--- config.mk ---
export PLATFORM = sky130hd
export DESIGN_NAME = uart_packet_deframer_tx_queue_core
export DESIGN_NICKNAME = d
export VERILOG_FILES = /design/src/rtl/upd_pkg.sv /design/src/rtl/upd_ram.sv /design/src/rtl/upd_txq.sv /design/src/rtl/upd_dfr.sv /design/src/rtl/uart_packet_deframer_tx_queue_core.sv
export SDC_FILE = /design/constraint.sdc
export NUM_CORES = 2
export LEC_CHECK = 0
export ABC_AREA = 1
export BUFFER_PORTS_ARGS = -buffer_cell sky130_fd_sc_hd__buf_2
export CORE_MARGIN = 1.5
export CORE_UTILIZATION = 40
export DETAILED_ROUTE_END_ITERATION = 12
export REMOVE_ABC_BUFFERS = 1
export SYNTH_ARGS = -nofsm -noshare
export SYNTH_HDL_FRONTEND = slang
export SYNTH_SLANG_ARGS = --single-unit
--- constraint.sdc ---
create_clock -name clk -period 4.4 [get_ports clk]
set_input_delay 0 -clock clk [delete_from_list [all_inputs] [get_ports clk]]
set_output_delay 0 -clock clk [all_outputs]
set_load 0.01 [all_outputs]
--- src/rtl/upd_pkg.sv ---
// Shared constants, codes and status types for the serial packet deframer and transmit queue.
package upd_pkg;

	localparam int TXQ_DEPTH = 256;
	localparam int PKT_DEPTH = 128;

	localparam int TXQ_AW = $clog2(TXQ_DEPTH);
	localparam int TXQ_CW = $clog2(TXQ_DEPTH + 1);
	localparam int PKT_AW = $clog2(PKT_DEPTH);
	localparam int PKT_LW = $clog2(PKT_DEPTH + 1);

	localparam logic [7:0] CH_START = 8'h40;
	localparam logic [7:0] CH_CR    = 8'h0D;
	localparam logic [7:0] CH_LF    = 8'h0A;

	localparam logic [7:0] STAT_SAT = 8'hFF;

	typedef enum logic [2:0] {
		OP_LINE_RX     = 3'd0,
		OP_HOST_TX     = 3'd1,
		OP_TX_READY    = 3'd2,
		OP_PKT_READ    = 3'd3,
		OP_PKT_RELEASE = 3'd4
	} op_t;

	// reported deframer state codes
	localparam logic [1:0] FS_WAIT_START = 2'd0;
	localparam logic [1:0] FS_BODY       = 2'd1;
	localparam logic [1:0] FS_WAIT_LF    = 2'd2;

	typedef struct packed {
		logic       drop;
		logic       pop_ok;
		logic [7:0] count;
	} txq_stat_t;

	typedef struct packed {
		logic       ready;
		logic [7:0] length;
		logic [1:0] frame_state;
		logic       rd_hit;
	} dfr_stat_t;

endpackage

--- src/rtl/upd_ram.sv ---
// Generic single-write, single-read RAM with registered read data.
module upd_ram #(
	parameter int WIDTH = 8,
	parameter int DEPTH = 256
) (
	input  logic                     clk,
	input  logic                     wr_en,
	input  logic [$clog2(DEPTH)-1:0] wr_addr,
	input  logic [WIDTH-1:0]         wr_data,
	input  logic                     rd_en,
	input  logic [$clog2(DEPTH)-1:0] rd_addr,
	output logic [WIDTH-1:0]         rd_data
);

	logic [WIDTH-1:0] mem_q [DEPTH];

	always_ff @(posedge clk) begin
		if (wr_en) begin
			mem_q[wr_addr] <= wr_data;
		end
		if (rd_en) begin
			rd_data <= mem_q[rd_addr];
		end
	end

endmodule

--- src/rtl/upd_txq.sv ---
// Transmit ring queue: head/tail pointers, fill count and the queue RAM.
module upd_txq
	import upd_pkg::*;
(
	input  logic       clk,
	input  logic       arst_n,
	input  logic       accept,
	input  logic       push,
	input  logic       pop,
	input  logic [7:0] data_byte,
	output txq_stat_t  stat,
	output logic [7:0] tx_rdata
);

	logic [TXQ_AW-1:0] head_q, tail_q, head_d, tail_d, head_inc, tail_inc;
	logic [TXQ_CW-1:0] fill;
	logic              full, wr_en, pop_ok;

	function automatic logic [TXQ_AW-1:0] wrap_inc(input logic [TXQ_AW-1:0] p);
		return (p == TXQ_AW'(TXQ_DEPTH - 1)) ? '0 : p + TXQ_AW'(1);
	endfunction

	always_comb begin
		head_inc = wrap_inc(head_q);
		tail_inc = wrap_inc(tail_q);
		full     = (head_inc == tail_q);
		wr_en    = accept && push && !full;
		pop_ok   = accept && pop && (head_q != tail_q);
		head_d   = wr_en  ? head_inc : head_q;
		tail_d   = pop_ok ? tail_inc : tail_q;
		if (head_d >= tail_d) begin
			fill = TXQ_CW'(head_d) - TXQ_CW'(tail_d);
		end else begin
			fill = TXQ_CW'(TXQ_DEPTH) - TXQ_CW'(tail_d) + TXQ_CW'(head_d);
		end
		stat.drop   = accept && push && full;
		stat.pop_ok = pop_ok;
		stat.count  = (32'(fill) > 255) ? STAT_SAT : 8'(fill);
	end

	always_ff @(posedge clk or negedge arst_n) begin
		if (!arst_n) begin
			head_q <= '0;
			tail_q <= '0;
		end else begin
			head_q <= head_d;
			tail_q <= tail_d;
		end
	end

	// read at the tail on every accepted word; the data only matters for a pop
	upd_ram #(
		.WIDTH(8),
		.DEPTH(TXQ_DEPTH)
	) u_txq_ram (
		.clk    (clk),
		.wr_en  (wr_en),
		.wr_addr(head_q),
		.wr_data(data_byte),
		.rd_en  (accept),
		.rd_addr(tail_q),
		.rd_data(tx_rdata)
	);

endmodule

--- src/rtl/upd_dfr.sv ---
// Packet deframer for '@' body CR LF, with body store and host read port.
module upd_dfr
	import upd_pkg::*;
(
	input  logic       clk,
	input  logic       arst_n,
	input  logic       accept,
	input  logic       line_byte,
	input  logic       rel_req,
	input  logic       rd_req,
	input  logic [7:0] data_byte,
	input  logic [6:0] read_index,
	output dfr_stat_t  stat,
	output logic [7:0] pkt_rdata
);

	typedef enum logic [2:0] {
		ST_WAIT_START = 3'b001,
		ST_BODY       = 3'b010,
		ST_WAIT_LF    = 3'b100
	} dfr_state_t;

	dfr_state_t        state_q, state_d;
	logic [PKT_LW-1:0] len_q, len_d;
	logic              ready_q, ready_d, wr_en;

	always_comb begin
		state_d = state_q;
		len_d   = len_q;
		ready_d = ready_q;
		wr_en   = 1'b0;
		if (accept && line_byte) begin
			unique case (state_q)
				ST_WAIT_START: begin
					// a new packet may not start over one the host still holds
					if (data_byte == CH_START && !ready_q) begin
						state_d = ST_BODY;
						len_d   = '0;
					end
				end
				ST_BODY: begin
					if (data_byte == CH_CR) begin
						state_d = ST_WAIT_LF;
					end else if (len_q < PKT_LW'(PKT_DEPTH)) begin
						wr_en = 1'b1;
						len_d = len_q + PKT_LW'(1);
					end
				end
				ST_WAIT_LF: begin
					if (data_byte == CH_LF) begin
						state_d = ST_WAIT_START;
						ready_d = 1'b1;
					end
				end
				default: begin
					state_d = ST_WAIT_START;
				end
			endcase
		end
		if (accept && rel_req) begin
			ready_d = 1'b0;
		end
	end

	always_comb begin
		stat.ready  = ready_d;
		stat.length = (32'(len_d) > 255) ? STAT_SAT : 8'(len_d);
		stat.rd_hit = accept && rd_req && (32'(read_index) < 32'(len_q))
			&& (32'(read_index) < PKT_DEPTH);
		unique case (state_d)
			ST_WAIT_START: stat.frame_state = FS_WAIT_START;
			ST_BODY:       stat.frame_state = FS_BODY;
			ST_WAIT_LF:    stat.frame_state = FS_WAIT_LF;
			default:       stat.frame_state = FS_WAIT_START;
		endcase
	end

	always_ff @(posedge clk or negedge arst_n) begin
		if (!arst_n) begin
			state_q <= ST_WAIT_START;
			len_q   <= '0;
			ready_q <= 1'b0;
		end else begin
			state_q <= state_d;
			len_q   <= len_d;
			ready_q <= ready_d;
		end
	end

	upd_ram #(
		.WIDTH(8),
		.DEPTH(PKT_DEPTH)
	) u_pkt_ram (
		.clk    (clk),
		.wr_en  (wr_en),
		.wr_addr(PKT_AW'(len_q)),
		.wr_data(data_byte),
		.rd_en  (accept),
		.rd_addr(PKT_AW'(read_index)),
		.rd_data(pkt_rdata)
	);

endmodule

--- src/rtl/uart_packet_deframer_tx_queue_core.sv ---
// Top level: command decode, transmit queue, deframer and the result register.
//
//  channel | signals                                       | role
//  --------+-----------------------------------------------+---------------------------
//  in      | in_valid, in_stall, opcode, data_byte,        | one command word per cycle
//          | read_index                                    |
//  out     | out_valid, out_stall, tx_valid, tx_byte,      | one status word per command
//          | queue_dropped, queue_count, packet_ready,     |
//          | packet_length, read_data, frame_state         |
//
// One word per cycle unless stalled; the output register takes its result at accept.
// State updates and RAM reads happen at the accept edge; the two RAMs' registered
// read data lines up with the result register.
// Reset clears queue pointers, deframer state, length and ready flag; the RAMs are
// not cleared (unwritten entries never reach the outputs).
// in_stall is high only while a result is held and out_stall is high.
module uart_packet_deframer_tx_queue_core
	import upd_pkg::*;
(
	input  logic       clk,
	input  logic       arst_n,
	input  logic       in_valid,
	output logic       in_stall,
	input  logic [2:0] opcode,
	input  logic [7:0] data_byte,
	input  logic [6:0] read_index,
	output logic       out_valid,
	input  logic       out_stall,
	output logic       tx_valid,
	output logic [7:0] tx_byte,
	output logic       queue_dropped,
	output logic [7:0] queue_count,
	output logic       packet_ready,
	output logic [7:0] packet_length,
	output logic [7:0] read_data,
	output logic [1:0] frame_state
);

	logic       accept;
	logic       out_valid_q;
	txq_stat_t  txq_stat, txq_s1;
	dfr_stat_t  dfr_stat, dfr_s1;
	logic [7:0] tx_rdata, pkt_rdata;

	assign in_stall = out_valid_q && out_stall;
	assign accept   = in_valid && !in_stall;

	upd_txq u_txq (
		.clk      (clk),
		.arst_n   (arst_n),
		.accept   (accept),
		.push     (opcode == OP_LINE_RX || opcode == OP_HOST_TX),
		.pop      (opcode == OP_TX_READY),
		.data_byte(data_byte),
		.stat     (txq_stat),
		.tx_rdata (tx_rdata)
	);

	upd_dfr u_dfr (
		.clk       (clk),
		.arst_n    (arst_n),
		.accept    (accept),
		.line_byte (opcode == OP_LINE_RX),
		.rel_req   (opcode == OP_PKT_RELEASE),
		.rd_req    (opcode == OP_PKT_READ),
		.data_byte (data_byte),
		.read_index(read_index),
		.stat      (dfr_stat),
		.pkt_rdata (pkt_rdata)
	);

	always_ff @(posedge clk or negedge arst_n) begin
		if (!arst_n) begin
			out_valid_q <= 1'b0;
		end else if (accept) begin
			out_valid_q <= 1'b1;
		end else if (!out_stall) begin
			out_valid_q <= 1'b0;
		end
	end

	always_ff @(posedge clk) begin
		if (accept) begin
			txq_s1 <= txq_stat;
			dfr_s1 <= dfr_stat;
		end
	end

	assign out_valid     = out_valid_q;
	assign tx_valid      = txq_s1.pop_ok;
	assign tx_byte       = txq_s1.pop_ok ? tx_rdata : 8'h00;
	assign queue_dropped = txq_s1.drop;
	assign queue_count   = txq_s1.count;
	assign packet_ready  = dfr_s1.ready;
	assign packet_length = dfr_s1.length;
	assign read_data     = dfr_s1.rd_hit ? pkt_rdata : 8'h00;
	assign frame_state   = dfr_s1.frame_state;

	a_count_bound: assert property (@(posedge clk) disable iff (!arst_n)
		out_valid |-> (32'(queue_count) <= TXQ_DEPTH - 1))
		else $error("queue count beyond capacity");

	a_pop_no_drop: assert property (@(posedge clk) disable iff (!arst_n)
		(out_valid && tx_valid) |-> !queue_dropped)
		else $error("pop and drop reported for one word");

	a_ready_idle: assert property (@(posedge clk) disable iff (!arst_n)
		(out_valid && packet_ready) |-> (frame_state == FS_WAIT_START))
		else $error("deframer left idle while a packet is pending");

	a_len_bound: assert property (@(posedge clk) disable iff (!arst_n)
		out_valid |-> (32'(packet_length) <= PKT_DEPTH))
		else $error("packet length beyond store depth");

endmodule

* After elaboration in Yosys (flattened, before gate mapping)
Memory sizes are Yosys's and may differ from the RTL's. A register that Yosys moved wholly into a read port is not among the register bits.
Index checks and enable logic that the tools add are counted.
** Word-level totals
- Flip-flop bits (word level) :: 51
- Memory bits (writable) :: 3072
- Bits of input ports :: 22
- Output and inout port bits :: 39
- Word-level logic and storage cells :: 91
- Memories kept :: 2
** Memories
- u_txq.u_txq_ram.mem_q :: words 256, bits a word 8, rd ports 1, clocked after memory_dff 1, write ports 1, line upd_ram.sv:15 : logic [WIDTH-1:0] mem_q [DEPTH];
- u_dfr.u_pkt_ram.mem_q :: words 128, bits a word 8, rd ports 1, clocked after memory_dff 1, write ports 1, line upd_ram.sv:15
** Cells by class
- Add/sub/neg operators :: 6
- Order comparisons :: 4
- Equality and inequality tests :: 17
- Multiplexer cells :: 32
- Reductions and logical operators :: 17
** Operators by type and width (count)
- $mux 8 :: 10
- $add 8x1->8 const B :: 3
- $eq 8x4->1 const B :: 2
- $eq 8x8->1 const B :: 2
- $pmux 8 s2 :: 1
- $mux 1 :: 14
- $eq 3x2->1 const B :: 4
- $logic_and 1x1->1 :: 12
- $mux 3 :: 4
- $add 9x8->9 :: 1
- $eq 3x3->1 const B :: 3
- $gt 9x8->1 const B :: 1
- $mux 9 :: 1
- $pmux 3 s3 :: 1
- $sub 8x8->9 :: 1
- $sub 9x8->9 const A :: 1
- $eq 8x7->1 const B :: 1
- $eq 8x8->1 :: 1
- $ge 8x8->1 :: 1
- $lt 7x8->1 :: 1
- $lt 8x8->1 const B :: 1
- $ne 8x8->1 :: 1
- $eq 3x1->1 const B :: 2
- $pmux 2 s2 :: 1
- 4 further kinds :: 6

* Depth between registers and ports, before layout
- Depth after elaboration :: 10
- Gate-level depth with buffers :: 24
- Depth with buffers taken out :: 22

* Modules after synthesis
Synthesis repeated with hierarchy kept, for this count alone.
** Unflattened totals
- Cell total of the unflattened synthesis :: 11057
- Area total of the unflattened synthesis :: 129236.4 µm²
** Modules (own cells, without submodules)
- upd_ram (u_txq.u_txq_ram) :: times used 1, cells an instance 7003, area an instance 83476.3 µm², sequential area each 61739.2 µm²
- upd_ram (u_dfr.u_pkt_ram) :: times used 1, cells an instance 3575, area an instance 42184.2 µm², sequential area each 30989.7 µm²
- upd_txq :: times used 1, cells an instance 241, area an instance 1625.3 µm², sequential area each 400.4 µm²
- upd_dfr :: times used 1, cells an instance 156, area an instance 1003.5 µm², sequential area each 301.5 µm²
- uart_packet_deframer_tx_queue_core :: times used 1, cells an instance 82, area an instance 947.2 µm², sequential area each 685.7 µm²

* Worst setup path after synthesis
OpenSTA, ideal clock, no wires.
- Kind :: reg2reg
- Start :: reg out_valid_q, in the netlist out_valid
- End :: reg txq_s1 (netlist bit queue_count[0]) (data pin)
- Library setup time :: 0.275 ns
- Data arrival time :: 3.495 ns
- Data required time :: 4.125 ns
- Path slack :: 0.630 ns
- Stages on the path, launching flop included :: 19
- Buffers on the path :: 2
- Period minus slack after synthesis :: 3.770 ns
- Cell sequence :: dfrtp_1 -> nand2_1 -> nand2_1 -> inv_2 -> nand2_1 -> clkinv_1 -> buf_6 -> buf_1 -> nand3_1 -> nand2_1 -> ha_1 -> a21oi_1 -> o21ai_0 -> nand4_1 -> nand2_1 -> nand2_1 -> nand3b_1 -> xnor2_1 -> nand2_1
** Between the ends
- Elaborated cells between the ends (all ways) :: 15
- Those cells by class :: add/sub: 3; order compare: 2; mux: 3; reduce/logical: 7
** RTL lines
- start: declaration :: line uart_packet_deframer_tx_queue_core.sv:40 : logic out_valid_q;
- start signal: assignment :: line uart_packet_deframer_tx_queue_core.sv:74 : out_valid_q <= 1'b0;
- start signal: assignment :: line uart_packet_deframer_tx_queue_core.sv:76 : out_valid_q <= 1'b1;
- start signal: assignment :: line uart_packet_deframer_tx_queue_core.sv:78 : out_valid_q <= 1'b0;
- $logic_and 1x1->1 * :: line uart_packet_deframer_tx_queue_core.sv:45 : assign in_stall = out_valid_q && out_stall;
- $logic_not 1->1 * :: line uart_packet_deframer_tx_queue_core.sv:46 : assign accept = in_valid && !in_stall;
- $logic_and 1x1->1 * :: line uart_packet_deframer_tx_queue_core.sv:46
- named net accept :: line uart_packet_deframer_tx_queue_core.sv:39 : logic accept;
- $logic_and 1x1->1 * (2 in a row) :: line upd_txq.sv:27 : wr_en = accept && push && !full;
- $mux 8 * :: line upd_txq.sv:29 : head_d = wr_en ? head_inc : head_q;
- named net u_txq.head_d[2] :: line upd_txq.sv:15 : logic [TXQ_AW-1:0] head_q, tail_q, head_d, tail_d, head_inc, tail_inc;
- $add 9x8->9 (tied with other cells) :: line upd_txq.sv:34 : fill = TXQ_CW'(TXQ_DEPTH) - TXQ_CW'(tail_d) + TXQ_CW'(head_d);
- $mux 9 * :: line upd_txq.sv:31 : if (head_d >= tail_d) begin
- $gt 9x8->1 :: line upd_txq.sv:38 : stat.count = (32'(fill) > 255) ? STAT_SAT : 8'(fill);
- end signal: assignment :: line uart_packet_deframer_tx_queue_core.sv:84 : txq_s1 <= txq_stat;
- end: declaration :: line uart_packet_deframer_tx_queue_core.sv:41 : txq_stat_t txq_stat, txq_s1;
The timed path passes the listed nets; every way through them passes the cells marked *.
A chain may end at the register's enable or synchronous reset.

* Worst setup path in the final report
- Start :: reg out_valid_q, in the netlist out_valid
- End :: reg txq_s1 (netlist bit queue_count[4]) (data pin)
Same word-level chain as after synthesis.

==> summary.md <==
| Metric | Value |
|---|---|
| Least-Margin Pin Slew | `1.30 ns` |
| Share of the synthesized area in the top cell type | `72.6%` |
| Placed cell area | `133000 sq um` |
| CTS tree | `yes` |
| Top post-synthesis cells by area | `edfxtp_1, nand2_1, nand3_1, nor2_1, a21oi_1` |
| Cells after synthesis | `11200` |
| Busiest grt layer | `met2` |
| Skew-Pair Late Insertion Delay | `0.90 ns` |
| IO Count | `61` |
| Ys async rst share | `0.924%` |
| Yosys warns | `0` |
| Nets | `11200` |
| Gr ovfl total | `0` |
| Vias in the first global route | `81900` |
| Status | `finished clean` |
| Core ar. | `321000 sq um` |
| Final WL | `358000 microns` |
| Data required, critical path | `5.02 ns` |
| Slew HR | `13.7%` |
| Chip width | `570 microns` |
| Area leader, netlist | `edfxtp_1` |
| Final Instance Area | `144000 sq um` |
| Met3 Use GR | `3.06%` |
| Final core utilization | `45.0%` |
| Number of synthesized register bits | `3139` |
| Crit path launch type | `flop` |
| Critical path's top delay family | `simple AND/OR/NAND/NOR gates` |
| Layout cell share with drive strength beyond 1 | `6.69%` |
| Critical-path cell list | `nand2_1, nand2_1, inv_2, nand2_1, clkinv_1, nand2_8, nand2_1, nand2_1, ha_1, nand2_1, a21oi_1, a211oi_1, nand2_1, nand2_1, nand3b_1, xnor2_2, nand2_1` |
| Final Hold Fails | `0` |
| Post-synth EDFFs | `3110` |
| Cell variety after synth | `46` |
| Worst setup EP type | `flop` |
| Syn Area/Cell | `11.5 sq um` |
| VDD IR max | `0.700 mV` |
| First-pass GRT wire length | `529000 microns` |
| Post-layout min period | `4.07 ns` |
| Final worst setup slack | `0.326 ns` |
| Slowest CP cell | `clkinv_1` |
| Met1 GRT Util | `29.6%` |
| Met2 usage | `35.1%` |
| Unrepaired setup endpoints after global routing | `no` |
| CTS max path bufs | `4` |
| Hpwl dp | `208000 microns` |
| Lkg Pwr | `51.5 nW` |
| Routed Antenna Nets | `0` |
| Gr usage total | `21.6%` |
| Largest fanout on the critical path | `13` |
| Die Ht | `570 microns` |
| Initial antenna violation count | `17` |
| Hold Crit Class | `input port to flop` |
| Reg-to-reg endpoint | `queue_count[4]$_SDFFCE_PN1P_` |
| R2R cell count | `17` |
| Fill cells | `29100` |
| Port Buffers | `60` |
| Slowest Stage Delay on Critical Path | `0.56 ns` |
| Final non-filler cell total | `15700` |
| Final slew viol count | `0` |
| Post-Syn Area | `129000 sq um` |
| Most numerous cell in the Yosys netlist | `nand2_1` |
| Drt first pass iters | `8` |
| Setup violators final | `0` |
| Placed insts | `15100` |
| Critical Path AT | `4.69 ns` |
| Worst Skew | `0.0620 ns` |
| Htree depth | `5` |
| Starting Density | `40.1%` |
| Power Total | `79.5 mW` |
| Total CTS buffers | `328` |
| # DRC | `0` |
| CP dominant cell by count | `nand2_1` |
| Clock transition at path regs | `0.06 ns` |
| Hold_ws | `0.0640 ns` |
| Hold EP | `u_txq.u_txq_ram.mem_q[141][3]$_DFFE_PP_` |
| Maxcap violations | `0` |
| Top cells by count, synth | `nand2_1, edfxtp_1, nand3_1` |
| CP bufs+invs | `2` |
| R2R Path Start | `out_valid$_DFFE_PN0P_` |
| Wirelength per Cell | `22.9 microns` |
| Setup TNS Final | `0 ns` |
| Pre-CTS setup slack | `0.214 ns` |
| Drt initial violations | `9574` |
| Vias per cell | `5.42` |
| Tcrit/Tclk final | `92.6%` |
| DIE AREA | `325000 sq um` |
| Worst Hold Depth | `2` |
| Register area share after synthesis | `73.2%` |
| Critical path class | `flop to flop` |
| Reg-to-reg slack, setup | `0.33 ns` |
| Area grow syn2layout | `12.2%` |
| Top FF cell, synth | `edfxtp_1` |
| Vias | `84900` |
| GP Congestion | `0.922` |
| Root Buffer | `clkbuf_16` |
| Clk sinks | `3139` |
| Power Dens Cells | `551 nW/um^2` |
| Max frequency | `0.245 GHz` |
| Pin count of the biggest net entering global routing | `230` |
| Row count | `208` |
| Hold path startpoint | `data_byte[3]` |
registers in the layout, summed over array words and instances, names as in the netlist:
name	flops
tx_valid	1
queue_count	8
u_txq.u_txq_ram.mem_q	2048
frame_state	2
out_valid	1
u_txq.head_q	8
packet_length	8
dfr_s1	1
u_dfr.ready_q	1
u_txq.u_txq_ram.rd_data	8
u_dfr.state_q	3
u_txq.tail_q	8
packet_ready	1
queue_dropped	1
u_dfr.len_q	8
u_dfr.u_pkt_ram.mem_q	1024
u_dfr.u_pkt_ram.rd_data	8
where the power goes:
part	internal (mW)	switching, mW	leakage (nW)
logic	4.67	13.6	17.9
clock network	16.3	11.5	5.20
registers	33.1	0.331	28.3
worst max path at each step:
stage                               from  slack (ns)  cells past startpoint                           end
2_1_floorplan  u_txq.tail_q[0]$_DFF_PN0_      -53.60                     14  queue_count[0]$_SDFFCE_PN1P_
3_3_place_gp   u_txq.head_q[0]$_DFF_PN0_        0.08                     21  queue_count[4]$_SDFFCE_PN1P_
3_5_place_dp   u_txq.head_q[0]$_DFF_PN0_        0.21                     19  queue_count[4]$_SDFFCE_PN1P_
4_1_cts        u_txq.head_q[0]$_DFF_PN0_        0.15                     16  queue_count[4]$_SDFFCE_PN1P_
5_1_grt        u_txq.head_q[0]$_DFF_PN0_        0.02                     21  queue_count[1]$_SDFFCE_PN1P_
6_report           out_valid$_DFFE_PN0P_        0.33                     17  queue_count[4]$_SDFFCE_PN1P_
what timing repair did:
action | in CTS | in global routing
resized for setup | 0 | 2
hold endpoints to repair | 745 | 0
hold buffers | 21 | 0
buffers inserted | 0 | 5
endpoints found under the setup margin | 0 | 8
worst register-to-register path, delay by kind of cell (launching register included):
family | cells | cell delay [ns]
AOI/OAI and AO/OA | 2 | 0.34
and+or+nand+nor | 11 | 1.90
buffers and inverters | 2 | 0.64
adders and majority gates | 1 | 0.30
xor gates and xnor gates | 1 | 0.32
DFF | 1 | 0.34
layer usage:
metal	up-vias	part of all wire, %	wire, microns
met1	41800	42	149000
met2	3598	47	169000
met5	-	0.0047	17
met4	4	3.4	12200
li1	38800	-	-
met3	675	7.8	28100
cell families (layout without fill, tap and decap cells):
family	Yosys count	after routing	synth area share [%]
and+or+nand+nor	6568	6568	21.3
DFF	3139	3139	73.2
buffers and inverters	918	1074	2.93
AOI/OAI and AO/OA	546	546	2.26
adders and majority gates	21	21	0.210
xor gates and xnor gates	13	13	0.0885
other	0	6	0
area by class of cell:
cell class              instances  area [sq um]  area share [%]
repair buffers                274          2490            1.72
multi-input cells            7148         30800            21.3
inverters                     222           881           0.610
diodes                          6          15.0          0.0104
clock inverters               166          1880            1.30
flip-flops and latches       3139         94100            65.2
well taps                    4305          5390            3.73
clock buffers                 412          8770            6.08
placed cells by master, fill, tap and decap left out, drive strengths merged:
cell type       n
nand2        3976
edfxtp       3110
nand3        2018
nor2          535
clkbuf        412
a21oi         316
buf           253
inv           232
o21ai         147
clkinv        111
bufinv         37
dfrtp          28
a21boi         23
o211ai         22
o22ai          22
dlygate4sd3    21
ha             20
nor3           19
nand4          12
xor2           11
a31oi           9
clkinvlp        8
diode           6
nand3b          6
xnor2           2
nor4            1
a22oi           1
nor3b           1
o2111ai         1
o21a            1
a22o            1
o21bai          1
a2bb2oi         1
a211oi          1
fa              1
dfstp           1
No activity file was read; power rests on OpenSTA's default activity.
